## src/rtl/core/ethp_pkg.sv

```systemverilog
// ----------------------------------------------------------------------------
// ethp_pkg
// Shared types, tag codes and helpers for the term-format header parser.
// ----------------------------------------------------------------------------
package ethp_pkg;

    localparam int CFG_IDX_W  = 1;
    localparam int CFG_DATA_W = 1;

    // configuration register indexes
    localparam logic [CFG_IDX_W-1:0] CFG_CHECK_TAGS = 1'd0;
    localparam logic [CFG_IDX_W-1:0] CFG_SWAP_ORDER = 1'd1;

    // type tags
    localparam logic [7:0] TAG_NEW_FLOAT   = 8'd70;
    localparam logic [7:0] TAG_SMALL_INT   = 8'd97;
    localparam logic [7:0] TAG_INTEGER     = 8'd98;
    localparam logic [7:0] TAG_FLOAT_TEXT  = 8'd99;
    localparam logic [7:0] TAG_ATOM        = 8'd100;
    localparam logic [7:0] TAG_SMALL_TUPLE = 8'd104;
    localparam logic [7:0] TAG_LARGE_TUPLE = 8'd105;
    localparam logic [7:0] TAG_NIL         = 8'd106;
    localparam logic [7:0] TAG_STRING      = 8'd107;
    localparam logic [7:0] TAG_LIST        = 8'd108;
    localparam logic [7:0] TAG_BINARY      = 8'd109;
    localparam logic [7:0] TAG_SMALL_BIG   = 8'd110;
    localparam logic [7:0] TAG_LARGE_BIG   = 8'd111;

    localparam logic [31:0] FLOAT_TEXT_BYTES = 32'd31;

    typedef enum logic [1:0] {
        PH_IDLE    = 2'd0,
        PH_TAG     = 2'd1,
        PH_HEADER  = 2'd2,
        PH_PAYLOAD = 2'd3
    } t_phase;

    typedef enum logic [2:0] {
        ROLE_VERSION = 3'd0,
        ROLE_TAG     = 3'd1,
        ROLE_HEADER  = 3'd2,
        ROLE_PAYLOAD = 3'd3,
        ROLE_IGNORED = 3'd4
    } t_role;

    typedef enum logic [1:0] {
        ERR_NONE    = 2'd0,
        ERR_UNKNOWN = 2'd1,
        ERR_BIGNUM  = 2'd2,
        ERR_OUTSIDE = 2'd3
    } t_err;

    typedef struct packed {
        logic check_tags;
        logic swap_field_order;
    } t_cfg;

    typedef struct packed {
        t_role       byte_role;
        logic [7:0]  type_tag;
        logic [63:0] field_value;
        logic        value_valid;
        logic        term_done;
        t_err        error_code;
    } t_result;

    // header bytes that follow a tag; zero for tags without a header
    function automatic logic [3:0] header_len(input logic [7:0] tag);
        logic [3:0] len;
        len = 4'd0;
        case (tag)
            TAG_SMALL_INT, TAG_SMALL_TUPLE:                      len = 4'd1;
            TAG_ATOM, TAG_STRING:                                len = 4'd2;
            TAG_INTEGER, TAG_LARGE_TUPLE, TAG_LIST, TAG_BINARY:  len = 4'd4;
            TAG_NEW_FLOAT:                                       len = 4'd8;
            default:                                             len = 4'd0;
        endcase
        return len;
    endfunction

    function automatic logic known_tag(input logic [7:0] tag);
        return ((tag >= TAG_SMALL_INT) && (tag <= TAG_ATOM)) ||
               ((tag >= TAG_SMALL_TUPLE) && (tag <= TAG_LARGE_BIG)) ||
               (tag == TAG_NEW_FLOAT);
    endfunction

endpackage

```

## src/rtl/core/ethp_if.sv

```systemverilog
// ----------------------------------------------------------------------------
// ethp_if
// Valid/ready channels: input bytes, parse results, register writes.
// ----------------------------------------------------------------------------
interface ethp_in_if;
    logic       valid;
    logic       ready;
    logic [7:0] byte_in;
    logic       msg_start;

    modport source (output valid, output byte_in, output msg_start, input ready);
    modport sink   (input valid, input byte_in, input msg_start, output ready);
endinterface

interface ethp_out_if;
    logic        valid;
    logic        ready;
    logic [2:0]  byte_role;
    logic [7:0]  type_tag;
    logic [63:0] field_value;
    logic        value_valid;
    logic        term_done;
    logic [1:0]  error_code;

    modport source (output valid, output byte_role, output type_tag, output field_value,
                    output value_valid, output term_done, output error_code, input ready);
    modport sink   (input valid, input byte_role, input type_tag, input field_value,
                    input value_valid, input term_done, input error_code, output ready);
endinterface

interface ethp_cfg_if;
    logic       valid;
    logic       ready;
    logic [0:0] index;
    logic [0:0] data;

    modport source (output valid, output index, output data, input ready);
    modport sink   (input valid, input index, input data, output ready);
endinterface

```

## src/rtl/core/external_term_header_parser.sv

```systemverilog
// ----------------------------------------------------------------------------
// external_term_header_parser
// Byte-serial header parser for the external term format.
// ----------------------------------------------------------------------------
//  channel  dir  carries                                    handshake
//  i_in     in   byte_in, msg_start                         valid/ready
//  o_out    out  byte_role, type_tag, field_value,          valid/ready
//                value_valid, term_done, error_code
//  i_cfg    in   index (0 check_tags, 1 swap_field_order),  valid/ready
//                data
//
//  One byte per cycle unless stalled; each byte yields one result next cycle.
//  The parser state updates in the accept cycle and the result lands in a
//  single output register, so throughput is set by that register alone.
//  i_in.ready drops only while the output register is full and not drained.
//  Synchronous active-low reset: parser idle, check_tags 1, swap_field_order 0.
//  Register writes are always taken.
// ----------------------------------------------------------------------------
module external_term_header_parser
    import ethp_pkg::*;
(
    input  logic        i_clk,
    input  logic        i_rst_n,
    ethp_in_if.sink     i_in,
    ethp_out_if.source  o_out,
    ethp_cfg_if.sink    i_cfg
);

    t_cfg    cfg;
    t_result result;
    logic    out_free;
    logic    accept;

    assign i_in.ready = out_free;
    assign accept     = i_in.valid && out_free;

    ethp_cfg u_cfg (
        .i_clk   (i_clk),
        .i_rst_n (i_rst_n),
        .i_cfg   (i_cfg),
        .o_cfg   (cfg)
    );

    // tag decode, header assembly and payload counting
    ethp_parse u_parse (
        .i_clk    (i_clk),
        .i_rst_n  (i_rst_n),
        .i_accept (accept),
        .i_byte   (i_in.byte_in),
        .i_start  (i_in.msg_start),
        .i_cfg    (cfg),
        .o_result (result)
    );

    ethp_out u_out (
        .i_clk    (i_clk),
        .i_rst_n  (i_rst_n),
        .i_load   (accept),
        .i_result (result),
        .o_free   (out_free),
        .o_out    (o_out)
    );

endmodule

```

## src/rtl/core/ethp_cfg.sv

```systemverilog
// ----------------------------------------------------------------------------
// ethp_cfg
// Configuration register file; writes always taken.
// ----------------------------------------------------------------------------
module ethp_cfg
    import ethp_pkg::*;
(
    input  logic        i_clk,
    input  logic        i_rst_n,
    ethp_cfg_if.sink    i_cfg,
    output t_cfg        o_cfg
);

    t_cfg r_cfg;
    t_cfg n_cfg;

    assign i_cfg.ready = 1'b1;

    always_comb begin
        n_cfg = r_cfg;
        if (i_cfg.valid) begin
            unique case (i_cfg.index)
                CFG_CHECK_TAGS: n_cfg.check_tags       = i_cfg.data[0];
                CFG_SWAP_ORDER: n_cfg.swap_field_order = i_cfg.data[0];
                default:        n_cfg = r_cfg;
            endcase
        end
    end

    always_ff @(posedge i_clk) begin
        if (!i_rst_n) begin
            r_cfg.check_tags       <= 1'b1;
            r_cfg.swap_field_order <= 1'b0;
        end else begin
            r_cfg <= n_cfg;
        end
    end

    assign o_cfg = r_cfg;

endmodule

```

## src/rtl/core/ethp_parse.sv

```systemverilog
// ----------------------------------------------------------------------------
// ethp_parse
// Parser state and the per-byte update; produces one result per byte.
// ----------------------------------------------------------------------------
module ethp_parse
    import ethp_pkg::*;
(
    input  logic       i_clk,
    input  logic       i_rst_n,
    input  logic       i_accept,
    input  logic [7:0] i_byte,
    input  logic       i_start,
    input  t_cfg       i_cfg,
    output t_result    o_result
);

    t_phase      r_phase,    n_phase;
    logic [7:0]  r_tag,      n_tag;
    logic [3:0]  r_hdr_left, n_hdr_left;
    logic [63:0] r_acc,      n_acc;
    logic [31:0] r_pay_left, n_pay_left;

    logic        is_bignum;
    logic        reject;
    logic [3:0]  new_hdr_len;
    logic        hdr_last;
    logic [2:0]  lane;
    logic [63:0] acc_hdr;
    logic [31:0] pay_len;
    logic [31:0] pay_dec;
    t_result     res;

    assign is_bignum   = (i_byte == TAG_SMALL_BIG) || (i_byte == TAG_LARGE_BIG);
    assign reject      = i_cfg.check_tags && !known_tag(i_byte);
    assign new_hdr_len = header_len(i_byte);
    assign hdr_last    = (r_hdr_left == 4'd1);
    // byte position for little-endian assembly
    assign lane        = 3'(header_len(r_tag) - r_hdr_left);
    assign pay_dec     = r_pay_left - 32'd1;

    always_comb begin
        acc_hdr = {r_acc[55:0], i_byte};
        if (i_cfg.swap_field_order) begin
            acc_hdr = r_acc;
            for (int k = 0; k < 8; k++) begin
                if (lane == 3'(k)) begin
                    acc_hdr[8*k +: 8] = r_acc[8*k +: 8] | i_byte;
                end
            end
        end
    end

    always_comb begin
        case (r_tag)
            TAG_ATOM, TAG_STRING: pay_len = {16'd0, acc_hdr[15:0]};
            TAG_BINARY:           pay_len = acc_hdr[31:0];
            default:              pay_len = 32'd0;
        endcase
    end

    // next state
    always_comb begin
        n_phase = r_phase;
        if (i_start) begin
            n_phase = PH_TAG;
        end else begin
            unique case (r_phase)
                PH_TAG: begin
                    if (is_bignum || reject)               n_phase = PH_IDLE;
                    else if (i_byte == TAG_FLOAT_TEXT)      n_phase = PH_PAYLOAD;
                    else if (new_hdr_len != 4'd0)           n_phase = PH_HEADER;
                    else                                    n_phase = PH_TAG;
                end
                PH_HEADER: begin
                    if (hdr_last) n_phase = (pay_len != 32'd0) ? PH_PAYLOAD : PH_TAG;
                end
                PH_PAYLOAD: begin
                    if (pay_dec == 32'd0) n_phase = PH_TAG;
                end
                PH_IDLE:  n_phase = PH_IDLE;
                default:  n_phase = PH_IDLE;
            endcase
        end
    end

    // datapath and result
    always_comb begin
        n_tag      = r_tag;
        n_hdr_left = r_hdr_left;
        n_acc      = r_acc;
        n_pay_left = r_pay_left;

        res.byte_role   = ROLE_IGNORED;
        res.field_value = 64'd0;
        res.value_valid = 1'b0;
        res.term_done   = 1'b0;
        res.error_code  = ERR_NONE;

        if (i_start) begin
            res.byte_role = ROLE_VERSION;
            n_tag         = 8'd0;
            n_hdr_left    = 4'd0;
            n_acc         = 64'd0;
            n_pay_left    = 32'd0;
        end else begin
            unique case (r_phase)
                PH_TAG: begin
                    res.byte_role = ROLE_TAG;
                    n_tag         = i_byte;
                    n_acc         = 64'd0;
                    n_pay_left    = 32'd0;
                    if (is_bignum) begin
                        res.error_code = ERR_BIGNUM;
                    end else if (reject) begin
                        res.error_code = ERR_UNKNOWN;
                    end else if (i_byte == TAG_FLOAT_TEXT) begin
                        n_pay_left = FLOAT_TEXT_BYTES;
                    end else begin
                        n_hdr_left = new_hdr_len;
                        if (new_hdr_len == 4'd0) res.term_done = 1'b1;
                    end
                end
                PH_HEADER: begin
                    res.byte_role = ROLE_HEADER;
                    n_acc         = acc_hdr;
                    n_hdr_left    = r_hdr_left - 4'd1;
                    if (hdr_last) begin
                        res.value_valid = 1'b1;
                        res.field_value = acc_hdr;
                        n_pay_left      = pay_len;
                        if (pay_len == 32'd0) res.term_done = 1'b1;
                    end
                end
                PH_PAYLOAD: begin
                    res.byte_role = ROLE_PAYLOAD;
                    n_pay_left    = pay_dec;
                    if (pay_dec == 32'd0) res.term_done = 1'b1;
                end
                default: begin
                    res.byte_role  = ROLE_IGNORED;
                    res.error_code = ERR_OUTSIDE;
                end
            endcase
        end
        res.type_tag = n_tag;
    end

    always_ff @(posedge i_clk) begin
        if (!i_rst_n) begin
            r_phase    <= PH_IDLE;
            r_tag      <= 8'd0;
            r_hdr_left <= 4'd0;
            r_acc      <= 64'd0;
            r_pay_left <= 32'd0;
        end else if (i_accept) begin
            r_phase    <= n_phase;
            r_tag      <= n_tag;
            r_hdr_left <= n_hdr_left;
            r_acc      <= n_acc;
            r_pay_left <= n_pay_left;
        end
    end

    assign o_result = res;

endmodule

```

## src/rtl/core/ethp_out.sv

```systemverilog
// ----------------------------------------------------------------------------
// ethp_out
// Result register driving the output channel.
// ----------------------------------------------------------------------------
module ethp_out
    import ethp_pkg::*;
(
    input  logic        i_clk,
    input  logic        i_rst_n,
    input  logic        i_load,
    input  t_result     i_result,
    output logic        o_free,
    ethp_out_if.source  o_out
);

    logic    r_valid;
    t_result r_result;

    // slot is free when empty or draining this cycle
    assign o_free = !r_valid || o_out.ready;

    always_ff @(posedge i_clk) begin
        if (!i_rst_n) begin
            r_valid <= 1'b0;
        end else if (o_free) begin
            r_valid <= i_load;
        end
    end

    always_ff @(posedge i_clk) begin
        if (i_load) begin
            r_result <= i_result;
        end
    end

    assign o_out.valid       = r_valid;
    assign o_out.byte_role   = r_result.byte_role;
    assign o_out.type_tag    = r_result.type_tag;
    assign o_out.field_value = r_result.field_value;
    assign o_out.value_valid = r_result.value_valid;
    assign o_out.term_done   = r_result.term_done;
    assign o_out.error_code  = r_result.error_code;

endmodule
```

## src/flat_wrapper.sv

```systemverilog
// flat-port wrapper written by rule: the top's interface ports become plain ports
module external_term_header_parser_flat import ethp_pkg::*;
  (i_clk, i_rst_n, i_in_valid, i_in_byte_in, i_in_msg_start, i_in_ready, o_out_valid, o_out_byte_role, o_out_type_tag, o_out_field_value, o_out_value_valid, o_out_term_done, o_out_error_code, o_out_ready, i_cfg_valid, i_cfg_index, i_cfg_data, i_cfg_ready);
  ethp_in_if i_in_i ();
  ethp_out_if o_out_i ();
  ethp_cfg_if i_cfg_i ();
  input  logic i_clk;
  input  logic i_rst_n;
  input wire logic [$bits(i_in_i.valid)-1:0] i_in_valid;
  input wire logic [$bits(i_in_i.byte_in)-1:0] i_in_byte_in;
  input wire logic [$bits(i_in_i.msg_start)-1:0] i_in_msg_start;
  output wire logic [$bits(i_in_i.ready)-1:0] i_in_ready;
  output wire logic [$bits(o_out_i.valid)-1:0] o_out_valid;
  output wire logic [$bits(o_out_i.byte_role)-1:0] o_out_byte_role;
  output wire logic [$bits(o_out_i.type_tag)-1:0] o_out_type_tag;
  output wire logic [$bits(o_out_i.field_value)-1:0] o_out_field_value;
  output wire logic [$bits(o_out_i.value_valid)-1:0] o_out_value_valid;
  output wire logic [$bits(o_out_i.term_done)-1:0] o_out_term_done;
  output wire logic [$bits(o_out_i.error_code)-1:0] o_out_error_code;
  input wire logic [$bits(o_out_i.ready)-1:0] o_out_ready;
  input wire logic [$bits(i_cfg_i.valid)-1:0] i_cfg_valid;
  input wire logic [$bits(i_cfg_i.index)-1:0] i_cfg_index;
  input wire logic [$bits(i_cfg_i.data)-1:0] i_cfg_data;
  output wire logic [$bits(i_cfg_i.ready)-1:0] i_cfg_ready;
  assign i_in_i.valid = i_in_valid;
  assign i_in_i.byte_in = i_in_byte_in;
  assign i_in_i.msg_start = i_in_msg_start;
  assign i_in_ready = i_in_i.ready;
  assign o_out_valid = o_out_i.valid;
  assign o_out_byte_role = o_out_i.byte_role;
  assign o_out_type_tag = o_out_i.type_tag;
  assign o_out_field_value = o_out_i.field_value;
  assign o_out_value_valid = o_out_i.value_valid;
  assign o_out_term_done = o_out_i.term_done;
  assign o_out_error_code = o_out_i.error_code;
  assign o_out_i.ready = o_out_ready;
  assign i_cfg_i.valid = i_cfg_valid;
  assign i_cfg_i.index = i_cfg_index;
  assign i_cfg_i.data = i_cfg_data;
  assign i_cfg_ready = i_cfg_i.ready;
  external_term_header_parser u_core (.i_clk(i_clk), .i_rst_n(i_rst_n), .i_in(i_in_i), .o_out(o_out_i), .i_cfg(i_cfg_i));
endmodule
```

## config.mk

```make
export PLATFORM = sky130hd
export DESIGN_NAME = external_term_header_parser_flat
export DESIGN_NICKNAME = d
export VERILOG_FILES = /design/src/rtl/core/ethp_pkg.sv /design/src/rtl/core/ethp_if.sv /design/src/rtl/core/external_term_header_parser.sv /design/src/rtl/core/ethp_cfg.sv /design/src/rtl/core/ethp_parse.sv /design/src/rtl/core/ethp_out.sv /design/src/flat_wrapper.sv
export SDC_FILE = /design/constraint.sdc
export NUM_CORES = 1
export LEC_CHECK = 0
export ABC_AREA = 1
export CAP_MARGIN = 20
export CORE_MARGIN = 5
export CORE_UTILIZATION = 35
export DETAILED_ROUTE_END_ITERATION = 10
export DONT_BUFFER_PORTS = 1
export MAX_ROUTING_LAYER = met4
export PLACE_DENSITY_LB_ADDON = 0.2
export SYNTH_ARGS = -nofsm -noshare
export SYNTH_HDL_FRONTEND = slang
export SYNTH_SLANG_ARGS = --single-unit
```

## constraint.sdc

```tcl
create_clock -name i_clk -period 6.6 [get_ports i_clk]
set_input_delay 1.32 -clock i_clk [delete_from_list [all_inputs] [get_ports i_clk]]
set_output_delay 1.32 -clock i_clk [all_outputs]
set_load 0.05 [all_outputs]
```

==> results.rst <==
.. list-table::
   :header-rows: 1

   * - Metric
     - Value
   * - First-pass GRT wire length
     - 48.8 mm
   * - Clock skew after layout
     - between 20 and 25 ps
   * - Mux contribution to synthesized area
     - 0%
   * - Aggregate global routing overflow
     - 0
   * - Overall die height
     - 180 um
   * - Via count of the first global-routing pass
     - between 8,000 and 9,000
   * - Clock sink count
     - 192
   * - Total of flip-flops plus latches after synthesis
     - 192
   * - Resize count post-CTS
     - 0
   * - Reported max-cap violation count
     - 0
   * - Sum of routed wire length over all layers
     - 31.0 mm
   * - Capture instance of the worst register-to-register path
     - u_core.u_parse.r_phase[1]$_SDFFE_PN0P_
   * - Leakage Power
     - 4.17 nW
   * - Initial cell density of the core
     - 35.4%
   * - Initial antenna violation count
     - 1
   * - Post-synth top area share
     - 23.4%
   * - Initial DRT Pass Iterations
     - 5
   * - Largest net degree at the start of global routing
     - 71
   * - Post-synthesis cell area
     - slightly above 10,000 sq um
   * - Total of buffers placed on input and output ports
     - 0
   * - Post CTS Setup Buffer Count
     - 0
   * - Slowest stage cell, crit path
     - sky130_fd_sc_hd__nor2_2
   * - Area of the die
     - around 32,000 sq um
   * - Count of different cell masters after synthesis
     - 44
   * - Vias per std cell
     - 5.31
   * - Final estimated routing congestion in global placement
     - approximately 0.87
   * - Syn Area/Cell
     - ~7.5 sq um
   * - Fraction of final layout cells with drive strength greater than 1
     - about 7.2%
   * - Top_reg_cell synth
     - sky130_fd_sc_hd__dfxtp_1
   * - Worst flop-to-flop path startpoint
     - u_core.u_parse.r_tag[3]$_SDFFE_PN0P_
   * - Post-synthesis to final-layout area growth
     - 8.77%
   * - Iteration-0 DRC count of the detailed router
     - 852
   * - Startpoint kind of the worst setup timing path
     - primary input
   * - Gate family responsible for the most delay along the worst path
     - simple AND/OR/NAND/NOR gates
   * - Worst min-delay path startpoint
     - u_core.u_parse.r_acc[23]$_SDFFE_PN0P_
   * - Tightest Hold Check Type
     - register to register
   * - Finish-stage setup viols
     - 0
   * - Main combinational cell family by area after synthesis
     - simple AND/OR/NAND/NOR gates
   * - Critical path capture point type
     - register
   * - Antenna-violating nets left
     - 0
   * - Post-synthesis simple-gate area fraction
     - 27.5%
   * - Number of CTS-inserted buffers
     - 17
   * - Count of final hold-check violations
     - 0
   * - Most frequently used cell type in the post-synthesis netlist
     - sky130_fd_sc_hd__nand2_1
   * - Biggest area contributors in the synthesized netlist
     - sky130_fd_sc_hd__edfxtp_1 23%, sky130_fd_sc_hd__dfxtp_1 22%, sky130_fd_sc_hd__nand2_1 11%, sky130_fd_sc_hd__nor2_1 8.1%, sky130_fd_sc_hd__a21oi_1 4.6%
   * - Worst Reg-to-Reg Cells
     - 22
   * - Outcome
     - completed
   * - Max transition margin
     - approximately 24%
   * - Most instantiated cells after synthesis
     - 292 x sky130_fd_sc_hd__nand2_1, 219 x sky130_fd_sc_hd__nor2_1, 113 x sky130_fd_sc_hd__dfxtp_1, 113 x sky130_fd_sc_hd__inv_1, 94 x sky130_fd_sc_hd__a21oi_1
   * - Critical Path Fanout Max
     - 34
   * - Pwr/cell area
     - 249 nW/um^2
   * - Largest area contributor in the netlist
     - sky130_fd_sc_hd__edfxtp_1
   * - Adder and majority gate portion of the synthesized area
     - 1.31%
   * - Area after DPL
     - 10,400 sq um
   * - Routed via count
     - around 9,100
   * - Fmax
     - 240 MHz
   * - Accumulated negative setup slack
     - 0 ps
   * - Count of pins over their slew limit
     - 0
   * - Final period util
     - a little over three fifths
   * - Std-Cell Rows
     - 62
   * - Number of flops mapped to enable cells by yosys
     - between 70 and 80
   * - Number of buffers inserted by hold repair at cts
     - 0
   * - Min-Delay Endpoint
     - u_core.u_parse.r_acc[23]$_SDFFE_PN0P_
   * - Number of nets in the finished design
     - 1,335
   * - Top cell by count, worst path
     - sky130_fd_sc_hd__nand2_1
   * - Peak supply drop
     - 0.154 mV
   * - Later-pin clock latency in the skew report
     - 450 ps
   * - Post-route design area
     - 11,000 sq um
   * - Total number of yosys warnings
     - 0
   * - Setup CP Type
     - primary input to register
   * - Floorplan Core Area
     - 28,600 sq um
   * - H-tree depth
     - 4
   * - Clock-pin slew reported for the worst setup and hold paths after clock tree synthesis
     - 80 ps
   * - Minimum clock period after layout
     - 4160 ps
   * - Total half-perimeter wirelength after legalization and detailed placement
     - 21.5 mm
   * - RSZ-0062 raised after global routing
     - no
   * - Delay contributed by the slowest stage of the critical path
     - 830 ps
   * - Width of the die
     - 180 um
   * - Data arrival time at the worst-slack endpoint
     - 4540 ps
   * - CTS tree
     - done
   * - Instance count of the mapped netlist
     - 1,352
   * - Transition at the pin with the smallest max-transition slack
     - 1140 ps
   * - Buffers and inverters on the worst path
     - 4
   * - Compound-gate portion of the synthesized area
     - between 10% and 20%
   * - Maximum clock path buffer count
     - 2
   * - Aggregate global-route resource usage
     - between 10% and 20%
   * - Fraction of registers with async set/reset
     - 0%
   * - Net Count, Synth
     - about 1,400
   * - Count of unresolved DRC violations after routing
     - 0
   * - Xor/xnor share of the synthesized area
     - 2.51%
   * - Data required, critical path
     - 6970 ps
   * - Start point of the critical path
     - o_out_ready
   * - Clock root buffer master
     - sky130_fd_sc_hd__clkbuf_16
   * - Number of top-level design ports
     - 98
   * - Worst hold path stage count
     - 2
   * - Routed wire per std cell
     - 18.1 um
   * - Chain of cells forming the critical path
     - inv_1, nand2_1, nand2_1, clkinv_2, nand2_1, inv_1, o31ai_4, buf_4, nor2_2, nand2_1, a21oi_1
   * - Post-synthesis sequential area ratio
     - 45.8%
   * - Reg2Reg Setup Slack
     - 2680 ps
[per-stage QoR]
| stage | setup slack (ps) | hold slack (ps) | power [mW] | instances | utilization (%) |
|---|---|---|---|---|---|
| floorplan | 1890 | 447 | 1.61 | 1352 | - |
| global placement | 1980 | 459 | 1.67 | 1673 | 36.2 |
| detailed placement | 1900 | 467 | 1.67 | 1673 | 36.2 |
| CTS | 2370 | 480 | 2.77 | 1705 | 38.4 |
| global route | 2070 | 500 | 2.86 | 1707 | 38.5 |
| finish | 2440 | 480 | 2.74 | 1707 | 38.5 |
[placed cells by master, fill, tap and decap left out, drive strengths merged, types with 24 or more instances in the layout]
master / count
nand2: 299
nor2: 225
inv: 129
dfxtp: 113
a21oi: 94
edfxtp: 79
nand3: 71
o22ai: 65
o21ai: 62
o211ai: 34
nand4: 27
or2: 24
[registers in the layout (all words and copies together) (netlist names)]
signal	flops
u_core.u_cfg.o_cfg	2
u_core.u_parse.r_tag	8
u_core.u_parse.r_pay_left	32
u_core.u_out.o_out.value_valid	1
u_core.u_out.o_out.valid	1
u_core.u_out.o_out.byte_role	3
u_core.u_out.o_out.field_value	64
u_core.u_parse.r_phase	2
u_core.u_parse.r_acc	64
u_core.u_out.o_out.term_done	1
u_core.u_out.o_out.type_tag	8
u_core.u_out.o_out.error_code	2
u_core.u_parse.r_hdr_left	4
[how the worst max path moves through the flow]
stage	to	depth (start not counted)	slack, ps
after floorplan	u_core.u_parse.r_pay_left[29]$_SDFFE_PN0P_	11	1890
after global placement	u_core.u_parse.r_pay_left[25]$_SDFFE_PN0P_	11	1980
after detailed placement	u_core.u_parse.r_pay_left[18]$_SDFFE_PN0P_	11	1900
after CTS	u_core.u_parse.r_pay_left[18]$_SDFFE_PN0P_	11	2370
after global routing	u_core.u_parse.r_pay_left[18]$_SDFFE_PN0P_	11	2070
final	u_core.u_parse.r_pay_left[13]$_SDFFE_PN0P_	11	2440
[per-layer routing]
layer  vias up  share of wire (%)  global-route usage [%]  routed length [um]
met3        36                6.9                    4.16                2140
met4         0                1.5                    5.41                 476
li1       4452                  -                       -                   -
met2       308                 47                    29.6               14400
met5         -                  0                       -                   0
met1      4261                 45                    26.1               14000
[where the power goes]
group	switching, mW	internal, mW
Combinational	0.197	0.0707
Clock	0.516	0.579
Sequential	0.111	1.27
[area by class of cell]
cell class | count | area (sq um)
timing repair buffer | 8 | 80.1
clock buffer | 17 | 425
antenna | 1 | 2.50
inverter | 122 | 459
tap | 384 | 480
multi-input combinational | 968 | 4750
fill | 2989 | 17600
sequential | 192 | 4640
clock inverter | 15 | 186
[cell families (layout without fill, tap and decap cells)]
logic type	count (synthesis)	count (layout)
and+or+nand+nor	659	659
AOI/OAI and AO/OA	269	269
DFF	192	192
buffers and inverters	192	162
xor gates and xnor gates	29	29
adders and majority gates	10	10
other	1	2
[worst reg2reg max path, cell delays in order, from the launching register on]
cell and delay (ps):
sky130_fd_sc_hd__dfxtp_1 410, sky130_fd_sc_hd__inv_2 80, sky130_fd_sc_hd__nor2_2 130, sky130_fd_sc_hd__a32o_1 140, sky130_fd_sc_hd__nand2_1 60, sky130_fd_sc_hd__ha_1 210, sky130_fd_sc_hd__fa_1 400, sky130_fd_sc_hd__xnor2_1 220
sky130_fd_sc_hd__nand3_2 440, sky130_fd_sc_hd__nand2_1 320, sky130_fd_sc_hd__inv_1 160, sky130_fd_sc_hd__nand3_1 110, sky130_fd_sc_hd__nand2_1 90, sky130_fd_sc_hd__nand3_1 230, sky130_fd_sc_hd__nand2_1 90, sky130_fd_sc_hd__nor2_1 180
sky130_fd_sc_hd__nand2_1 70, sky130_fd_sc_hd__nor2_1 140, sky130_fd_sc_hd__nand2_1 80, sky130_fd_sc_hd__nand2_1 60, sky130_fd_sc_hd__nand2_1 50, sky130_fd_sc_hd__nand2_1 70, sky130_fd_sc_hd__a21oi_1 60
(Power assumes the default switching activity.)
